## src/indexed_sequence_store_unit_macros.svh

```systemverilog
// ----------------------------------------------------------------------------
// Indexed sequence store assertion macros
// Shared concurrent assertion forms used by the indexed sequence store unit.
// ----------------------------------------------------------------------------
`ifndef INDEXED_SEQUENCE_STORE_UNIT_MACROS_SVH
`define INDEXED_SEQUENCE_STORE_UNIT_MACROS_SVH

// The consequent must hold in the same cycle as the antecedent.
`define ISS_ASSERT_SAME(label, clk, rst, ante, cons) \
  label: assert property (@(posedge clk) disable iff (rst) (ante) |-> (cons)) \
    else $error("%m: same-cycle check failed");

// The consequent must hold in the cycle after the antecedent.
`define ISS_ASSERT_NEXT(label, clk, rst, ante, cons) \
  label: assert property (@(posedge clk) disable iff (rst) (ante) |=> (cons)) \
    else $error("%m: next-cycle check failed");

`endif

```

## src/iss_pkg.sv

```systemverilog
// ----------------------------------------------------------------------------
// Indexed sequence store package
// Sizes, operation and status codes, and the command and status structs that
// join the controller and the datapath.
// ----------------------------------------------------------------------------
package iss_pkg;

  localparam int CAPACITY    = 64;
  localparam int VALUE_WIDTH = 32;

  localparam int MODE_W   = 3;
  localparam int POS_W    = 7;
  localparam int DATA_W   = 32;
  localparam int STATUS_W = 2;

  localparam int ADDR_W = $clog2(CAPACITY);
  localparam int CNT_W  = $clog2(CAPACITY + 1);
  localparam int CMP_W  = (CNT_W > POS_W) ? CNT_W : POS_W;

  typedef logic [MODE_W-1:0]   mode_t;
  typedef logic [STATUS_W-1:0] status_t;

  localparam mode_t MODE_READ      = 3'd0;
  localparam mode_t MODE_INS_FRONT = 3'd1;
  localparam mode_t MODE_APPEND    = 3'd2;
  localparam mode_t MODE_INS_AT    = 3'd3;
  localparam mode_t MODE_DELETE    = 3'd4;

  localparam status_t ST_OK      = 2'd0;
  localparam status_t ST_BAD_POS = 2'd1;
  localparam status_t ST_FULL    = 2'd2;

  typedef enum logic [1:0] {
    PTR_POS,
    PTR_TOP,
    PTR_NEXT
  } ptr_sel_t;

  typedef enum logic [1:0] {
    RV_ZERO,
    RV_ONES,
    RV_MEM
  } rv_sel_t;

  typedef struct packed {
    logic     load;
    logic     set_ptr;
    ptr_sel_t ptr_sel;
    logic     dir_up;
    logic     rd;
    logic     wr_shift;
    logic     wr_value;
    logic     cnt_inc;
    logic     cnt_dec;
    logic     result;
    rv_sel_t  rv_sel;
    status_t  res_status;
  } iss_cmd_t;

  typedef struct packed {
    mode_t mode;
    logic  full;
    logic  pos_lt_cnt;
    logic  pos_le_cnt;
    logic  ins_at_end;
    logic  del_at_end;
    logic  ptr_end;
    logic  pend;
  } iss_flags_t;

endpackage

```

## src/iss_datapath.sv

```systemverilog
// ----------------------------------------------------------------------------
// Indexed sequence store datapath
// Element memory, count, shift pointer and result registers.
// ----------------------------------------------------------------------------
module iss_datapath (
  input  logic                                 clk,
  input  logic                                 rst,
  input  iss_pkg::iss_cmd_t                    cmd,
  input  iss_pkg::mode_t                       mode,
  input  logic [iss_pkg::POS_W-1:0]            position,
  input  logic signed [iss_pkg::DATA_W-1:0]    data_value,
  output iss_pkg::iss_flags_t                  flags,
  output logic signed [iss_pkg::DATA_W-1:0]    read_value,
  output iss_pkg::status_t                     status,
  output logic [iss_pkg::POS_W-1:0]            element_count
);
  import iss_pkg::*;

  logic [VALUE_WIDTH-1:0] mem [CAPACITY];

  mode_t                  mode_q;
  logic [POS_W-1:0]       pos_q;
  logic [VALUE_WIDTH-1:0] value_q;
  logic [CNT_W-1:0]       count;
  logic [CNT_W-1:0]       count_next;
  logic [ADDR_W-1:0]      ptr;
  logic [ADDR_W-1:0]      src_q;
  logic                   pend;
  logic [VALUE_WIDTH-1:0] rdata;

  logic signed [DATA_W-1:0] read_value_q;
  status_t                  status_q;
  logic [POS_W-1:0]         count_q;

  logic signed [63:0]  value_ext;
  logic [63:0]         rdata_ext;
  logic [CMP_W-1:0]    pos_c;
  logic [CMP_W-1:0]    cnt_c;
  logic [CMP_W-1:0]    ins_pos;
  logic [ADDR_W-1:0]   ins_addr;
  logic [ADDR_W-1:0]   pos_addr;
  logic [ADDR_W-1:0]   top_addr;
  logic [ADDR_W-1:0]   wr_addr;

  always_comb begin
    value_ext = 64'(data_value);
    rdata_ext = 64'(rdata);
    pos_c     = CMP_W'(pos_q);
    cnt_c     = CMP_W'(count);
    unique case (mode_q)
      MODE_INS_FRONT: ins_pos = '0;
      MODE_APPEND:    ins_pos = cnt_c;
      default:        ins_pos = pos_c;
    endcase
    ins_addr = ADDR_W'(ins_pos);
    pos_addr = ADDR_W'(pos_q);
    top_addr = ADDR_W'(count - CNT_W'(1));
    wr_addr  = cmd.dir_up ? (src_q + ADDR_W'(1)) : (src_q - ADDR_W'(1));

    if (cmd.cnt_inc) begin
      count_next = count + CNT_W'(1);
    end else if (cmd.cnt_dec) begin
      count_next = count - CNT_W'(1);
    end else begin
      count_next = count;
    end

    flags.mode       = mode_q;
    flags.full       = (count == CNT_W'(CAPACITY));
    flags.pos_lt_cnt = (pos_c < cnt_c);
    flags.pos_le_cnt = (pos_c <= cnt_c);
    flags.ins_at_end = (ins_pos == cnt_c);
    flags.del_at_end = ((pos_c + CMP_W'(1)) == cnt_c);
    flags.ptr_end    = cmd.dir_up ? (ptr == ins_addr) : (ptr == top_addr);
    flags.pend       = pend;
  end

  // Control registers.
  always_ff @(posedge clk) begin
    if (rst) begin
      count <= '0;
      pend  <= 1'b0;
    end else begin
      count <= count_next;
      if (cmd.load) begin
        pend <= 1'b0;
      end else if (cmd.rd) begin
        pend <= 1'b1;
      end else if (cmd.wr_shift) begin
        pend <= 1'b0;
      end
    end
  end

  // Request hold, pointer and result registers.
  always_ff @(posedge clk) begin
    if (cmd.load) begin
      mode_q  <= mode;
      pos_q   <= position;
      value_q <= VALUE_WIDTH'(value_ext);
    end
    if (cmd.set_ptr) begin
      unique case (cmd.ptr_sel)
        PTR_TOP:  ptr <= top_addr;
        PTR_NEXT: ptr <= pos_addr + ADDR_W'(1);
        default:  ptr <= pos_addr;
      endcase
    end else if (cmd.rd) begin
      ptr   <= cmd.dir_up ? (ptr - ADDR_W'(1)) : (ptr + ADDR_W'(1));
      src_q <= ptr;
    end
    if (cmd.result) begin
      unique case (cmd.rv_sel)
        RV_MEM:  read_value_q <= DATA_W'(rdata_ext);
        RV_ONES: read_value_q <= '1;
        default: read_value_q <= '0;
      endcase
      status_q <= cmd.res_status;
      count_q  <= POS_W'(count_next);
    end
  end

  // Element memory: one write port, one registered read port.
  always_ff @(posedge clk) begin
    if (cmd.wr_shift) begin
      mem[wr_addr] <= rdata;
    end else if (cmd.wr_value) begin
      mem[ins_addr] <= value_q;
    end
    if (cmd.rd) begin
      rdata <= mem[ptr];
    end
  end

  assign read_value    = read_value_q;
  assign status        = status_q;
  assign element_count = count_q;

endmodule

```

## src/iss_controller.sv

```systemverilog
// ----------------------------------------------------------------------------
// Indexed sequence store controller
// Decodes a request and sequences reads, shifts and the final update.
// ----------------------------------------------------------------------------
module iss_controller (
  input  logic                clk,
  input  logic                rst,
  input  logic                start,
  input  iss_pkg::iss_flags_t flags,
  output iss_pkg::iss_cmd_t   cmd,
  output logic                busy,
  output logic                done
);
  import iss_pkg::*;

  typedef enum logic [2:0] {
    S_IDLE,
    S_DECODE,
    S_READ,
    S_SHIFT,
    S_DRAIN,
    S_FINAL
  } state_t;

  typedef enum logic [1:0] {
    K_NONE,
    K_READ,
    K_INS,
    K_DEL
  } kind_t;

  state_t  state, state_next;
  kind_t   kind, kind_next;
  status_t res_status, res_status_next;
  rv_sel_t rv_sel, rv_sel_next;
  logic    done_next;

  always_comb begin
    state_next      = state;
    kind_next       = kind;
    res_status_next = res_status;
    rv_sel_next     = rv_sel;
    done_next       = 1'b0;

    cmd            = '0;
    cmd.ptr_sel    = PTR_POS;
    cmd.dir_up     = (kind == K_INS);
    cmd.rv_sel     = rv_sel;
    cmd.res_status = res_status;

    unique case (state)
      S_IDLE: begin
        if (start) begin
          cmd.load   = 1'b1;
          state_next = S_DECODE;
        end
      end
      S_DECODE: begin
        kind_next       = K_NONE;
        rv_sel_next     = RV_ZERO;
        res_status_next = ST_BAD_POS;
        state_next      = S_FINAL;
        unique case (flags.mode)
          MODE_READ: begin
            if (flags.pos_lt_cnt) begin
              kind_next       = K_READ;
              rv_sel_next     = RV_MEM;
              res_status_next = ST_OK;
              cmd.set_ptr     = 1'b1;
              cmd.ptr_sel     = PTR_POS;
              state_next      = S_READ;
            end else begin
              rv_sel_next = RV_ONES;
            end
          end
          MODE_INS_FRONT, MODE_APPEND, MODE_INS_AT: begin
            if ((flags.mode == MODE_INS_AT) && !flags.pos_le_cnt) begin
              res_status_next = ST_BAD_POS;
            end else if (flags.full) begin
              res_status_next = ST_FULL;
            end else begin
              kind_next       = K_INS;
              res_status_next = ST_OK;
              if (!flags.ins_at_end) begin
                cmd.set_ptr = 1'b1;
                cmd.ptr_sel = PTR_TOP;
                state_next  = S_SHIFT;
              end
            end
          end
          MODE_DELETE: begin
            if (flags.pos_lt_cnt) begin
              kind_next       = K_DEL;
              res_status_next = ST_OK;
              if (!flags.del_at_end) begin
                cmd.set_ptr = 1'b1;
                cmd.ptr_sel = PTR_NEXT;
                state_next  = S_SHIFT;
              end
            end
          end
          default: begin
            res_status_next = ST_BAD_POS;
          end
        endcase
      end
      S_READ: begin
        cmd.rd     = 1'b1;
        state_next = S_FINAL;
      end
      S_SHIFT: begin
        cmd.rd       = 1'b1;
        cmd.wr_shift = flags.pend;
        if (flags.ptr_end) begin
          state_next = S_DRAIN;
        end
      end
      S_DRAIN: begin
        cmd.wr_shift = 1'b1;
        state_next   = S_FINAL;
      end
      S_FINAL: begin
        cmd.result   = 1'b1;
        cmd.wr_value = (kind == K_INS);
        cmd.cnt_inc  = (kind == K_INS);
        cmd.cnt_dec  = (kind == K_DEL);
        done_next    = 1'b1;
        state_next   = S_IDLE;
      end
      default: begin
        state_next = S_IDLE;
      end
    endcase
  end

  always_ff @(posedge clk) begin
    if (rst) begin
      state      <= S_IDLE;
      kind       <= K_NONE;
      res_status <= ST_OK;
      rv_sel     <= RV_ZERO;
      done       <= 1'b0;
    end else begin
      state      <= state_next;
      kind       <= kind_next;
      res_status <= res_status_next;
      rv_sel     <= rv_sel_next;
      done       <= done_next;
    end
  end

  assign busy = (state != S_IDLE);

endmodule

```

## src/indexed_sequence_store_unit.sv

```systemverilog
// ----------------------------------------------------------------------------
// Indexed sequence store unit
// Ordered store of signed values with read, insert and delete by position.
// ----------------------------------------------------------------------------
// A request transfers at the rising edge where start is high and busy is low.
// Its result appears for exactly one cycle with done high and must be taken
// in that cycle, since the receiver has no way to stall it. Busy is already
// low in the done cycle, so the next request may transfer there. A rejected
// request, an append or a delete of the last element goes from decode
// straight to the final update; a read passes through one memory read; an
// insert or delete that moves stored elements passes through the shift.
// The shift is paced by the element memory, which has one write port and
// one read port: it moves one element per cycle through a registered read
// and a write in the following cycle.
// ----------------------------------------------------------------------------
module indexed_sequence_store_unit (
  input  logic                              clk,
  input  logic                              rst,
  input  logic                              start,
  output logic                              busy,
  input  logic [iss_pkg::MODE_W-1:0]        mode,
  input  logic [iss_pkg::POS_W-1:0]         position,
  input  logic signed [iss_pkg::DATA_W-1:0] data_value,
  output logic                              done,
  output logic signed [iss_pkg::DATA_W-1:0] read_value,
  output logic [iss_pkg::STATUS_W-1:0]      status,
  output logic [iss_pkg::POS_W-1:0]         element_count
);
  import iss_pkg::*;

`include "indexed_sequence_store_unit_macros.svh"

  // Commands flow from the controller to the datapath, status flags back.
  iss_cmd_t   cmd;
  iss_flags_t flags;

  // The controller owns sequencing: it decodes the held request, chooses
  // between a direct update and an element shift, and raises done in the
  // same cycle in which the result registers first show the new result.
  iss_controller u_ctrl (
    .clk   (clk),
    .rst   (rst),
    .start (start),
    .flags (flags),
    .cmd   (cmd),
    .busy  (busy),
    .done  (done)
  );

  // The datapath holds the element memory, the element count, the shift
  // pointer and the registered result fields that drive the output ports.
  iss_datapath u_dp (
    .clk           (clk),
    .rst           (rst),
    .cmd           (cmd),
    .mode          (mode),
    .position      (position),
    .data_value    (data_value),
    .flags         (flags),
    .read_value    (read_value),
    .status        (status),
    .element_count (element_count)
  );

  // A result is only ever presented while the unit is idle.
  `ISS_ASSERT_SAME(a_done_idle, clk, rst, done, !busy)
  // An accepted request always makes the unit busy in the next cycle.
  `ISS_ASSERT_NEXT(a_start_busy, clk, rst, start && !busy, busy)
  // The result strobe never lasts more than one cycle.
  `ISS_ASSERT_NEXT(a_done_pulse, clk, rst, done, !done)
  // A dropped insert is reported only with the store at capacity.
  `ISS_ASSERT_SAME(a_full_count, clk, rst, done && (status == ST_FULL),
                   element_count == POS_W'(CAPACITY))

endmodule

```

## config.mk

```make
export PLATFORM = sky130hd
export DESIGN_NAME = indexed_sequence_store_unit
export DESIGN_NICKNAME = d
export VERILOG_FILES = /design/src/iss_pkg.sv /design/src/iss_datapath.sv /design/src/iss_controller.sv /design/src/indexed_sequence_store_unit.sv
export VERILOG_INCLUDE_DIRS = /design/src /design/src/src
export SDC_FILE = /design/constraint.sdc
export NUM_CORES = 2
export LEC_CHECK = 0
export CAP_MARGIN = 0
export CORE_ASPECT_RATIO = 0.7
export CORE_MARGIN = 2
export CORE_UTILIZATION = 57
export DETAILED_ROUTE_END_ITERATION = 12
export DONT_BUFFER_PORTS = 1
export PLACE_DENSITY = 0.75
export REMOVE_ABC_BUFFERS = 1
export SYNTH_ARGS = -nofsm -noshare
export SYNTH_HDL_FRONTEND = slang
export SYNTH_SLANG_ARGS = --single-unit
```

## constraint.sdc

```tcl
create_clock -name clk -period 6.65 [get_ports clk]
set_clock_uncertainty 0.1 [all_clocks]
set_input_delay 0.9975 -clock clk [delete_from_list [all_inputs] [get_ports clk]]
set_output_delay 0.9975 -clock clk [all_outputs]
set_load 0.01 [all_outputs]
```

==> qor.yml <==
cts_tree: "built"
yosys_most_used_dff: "edfxtp_1"
synthArstFlopShare_pct: 0
die_h_um: 327.3
synth_top_cell_by_area: "edfxtp_1"
root_buffer: "clkbuf_16"
critPathMaxFanout: 43
antenna_left: 0
routed_wl_um: 217500
path_class: "register to register"
std_cell_rows: 118
critPathArrivalTime_ns: 5.73
die_x_um: 465.9
ys_top_cells_by_count: "edfxtp_1 (2,175), mux4_2 (672), clkbuf_1 (128)"
yosys_warnings: 0
core_um2: 148100
totalNegativeSetupSlack_ns: 0
gp_congestion: 0.8884
min_path_type: "primary input to register"
start_util_pct: 57.49
start_kind: "register"
grt_usage_pct: 28.85
ys_ff_latch: 2193
io_pins: 88
worst-endpoint-required_ns: 6.97
grt_start_max_net_pins: 132
endpoint_kind: "register"
layout-drive-gt1-share_pct: 29.79
synthCells: 3672
maxSlewHeadroom_pct: 10.76
period_minus_slack_ns: 5.412
hold_viol: 0
worst_slew_pin_slew_ns: 1.339
cts_resized: 0
fmax_mhz: 184.8
dieArea_um2: 152500
grt_pass1_vias: 39440
h-tree-depth: 4
pre_cts_slack_ns: 1.413
fin_crit_sh_pct: 81.39
avgSynthCellArea_um2: 23.18
clk_latency_ns: 0.83
firstDrtPassIters: 6
routedWlPerCell_um: 36.67
yosysTopAreaCellShare_pct: 76.72
p_per_area_nw_per_um2: 319.3
overflow: 0
grt_setup_unrepaired: "no"
numPortBuffers: 0
timing.final.ws_setup_ns: 1.238
yosysSeqAreaShare_pct: 77.14
grt_first_pass_wirelength_um: 306400
fin_nets: 3856
dr.first_iter.drc_count: 6830
cts_buffer_depth: 3
yosysMostFrequentCell: "edfxtp_1"
cts_buffers: 187
drc: 0
clk_pin_slew_worst_paths_ns: 0.07
finalSetupViolCount: 0
synth_edf_count: 2175
p_leak_nw: 28.96
yosys.cell_types.count: 74
post-dp-hpwl_um: 127600
area_growth_pct: 10.83
via_per_inst: 6.976
cap_violations: 0
post-cts-setup-buffer-count: 0
clkSinkCount: 2193
slew_violations: 0
synth_area_leaders: "edfxtp_1 (77%), mux4_2 (18%), clkbuf_1 (0.56%)"
vias: 41370
cts_hold_buf: 0
syn_area_um2: 85130
irDropWorstVdd_uv: 293.6
status: "finished, final reports clean"
antenna_found_initial: 23
placed cells by master, fill, tap and decap left out, drive strengths merged, types with 19 or more instances in the layout:
master	netlist	final
mux4	672	672
clkinv	0	92
nor3	40	40
inv	34	43
xnor2	25	25
clkbuf	128	232
nand3	19	19
buf	78	131
o21ai	19	19
a21oi	60	60
nor2	95	95
nand2	123	123
edfxtp	2175	2175
ha	23	23
report_power, final:
group          internal [mW]  total (mW)  switching [mW]
Combinational           1.48        3.88            2.40
Sequential              15.5        15.6           0.169
Clock                   5.60        10.6            5.00
flip-flops by register name, summed over array words and instances, names as in the netlist, 2 cells and up:
signal and flops:
u_dp.mode_q 3, u_ctrl.rv_sel 2, u_dp.read_value 32, u_dp.status 2
u_dp.pos_c 7, u_dp.src_q 6, u_dp.cnt_c 7, u_ctrl.kind 2
u_ctrl.res_status 2, u_ctrl.state 3, u_dp.value_q 32, u_dp.element_count 7
u_dp.rdata 32, u_dp.ptr 6, u_dp.mem 2048
metal layers:
| metal | global-route usage, % | part of all wire, % | vias to the layer above |
|---|---|---|---|
| met3 | 8.770 | 15 | 312 |
| met4 | 8.202 | 2.8 | 4 |
| met1 | 44.03 | 38 | 22040 |
| met2 | 40.98 | 44 | 3168 |
| met5 | 0 | 0.010 | - |
| li1 | - | - | 15850 |
critical path, cell delays in order, from the launching register on:
cell      delay [ns]
dfxtp_1         0.42
nand2b_1        0.50
inv_1           0.63
and2_2          0.92
o21ai_1         0.35
or3_1           0.75
nand2b_1        0.35
nor2_4          0.92
layout make-up:
cell class,instances,area [µm²]
repair buffers,131,1184
clock buffers,232,4868
clock inverters,112,959.7
flip-flops and latches,2193,65670
diodes,10,25.02
inverters,34,127.6
multi-input cells,1239,19030
well taps,1980,2477
fillers,9265,53740
cells by family (layout without fill, tap and decap cells):
family          Yosys count  after routing  share of synthesized area (%)
flops                  2193           2193                          77.14
fa+ha+maj                25             25                         0.3851
buf+inv                 240            509                          1.149
other cells               0             10                              0
mux                     683            683                          17.93
simple gates            356            356                          1.937
compound gates          142            142                          1.083
xor+xnor                 33             33                         0.3718
per-stage QoR:
stage / hold WS, ns / power [mW] / instances / utilization (%) / area [µm²]
after detailed placement: 0.3455 / 19.75 / 5577 / 59.76 / 88500
final: 0.1520 / 30.13 / 5931 / 63.71 / 94350
after CTS: 0.1012 / 30.16 / 5921 / 63.70 / 94320
after floorplan: 0.3081 / 19.43 / 3466 / - / 84280
after global routing: 0.1302 / 30.87 / 5921 / 63.70 / 94320
after global placement: 0.3375 / 19.69 / 5577 / 59.76 / 88500
final timing paths:
path                                                   startpoint                            end  slack [ns]  cells after the start
worst max register to register        u_ctrl.kind[0]$_SDFFE_PP0N_      u_dp.mem[23][1]$_DFFE_PP_        1.24                      7
worst min register to register  u_ctrl.res_status[1]$_SDFFE_PP0N_       u_dp.status[1]$_DFFE_PP_        0.36                      0
worst min-delay path                                          rst  u_ctrl.rv_sel[1]$_SDFFE_PP0N_        0.15                      1
worst max-delay path                  u_ctrl.kind[0]$_SDFFE_PP0N_      u_dp.mem[23][1]$_DFFE_PP_        1.24                      7
(Power assumes the default switching activity.)
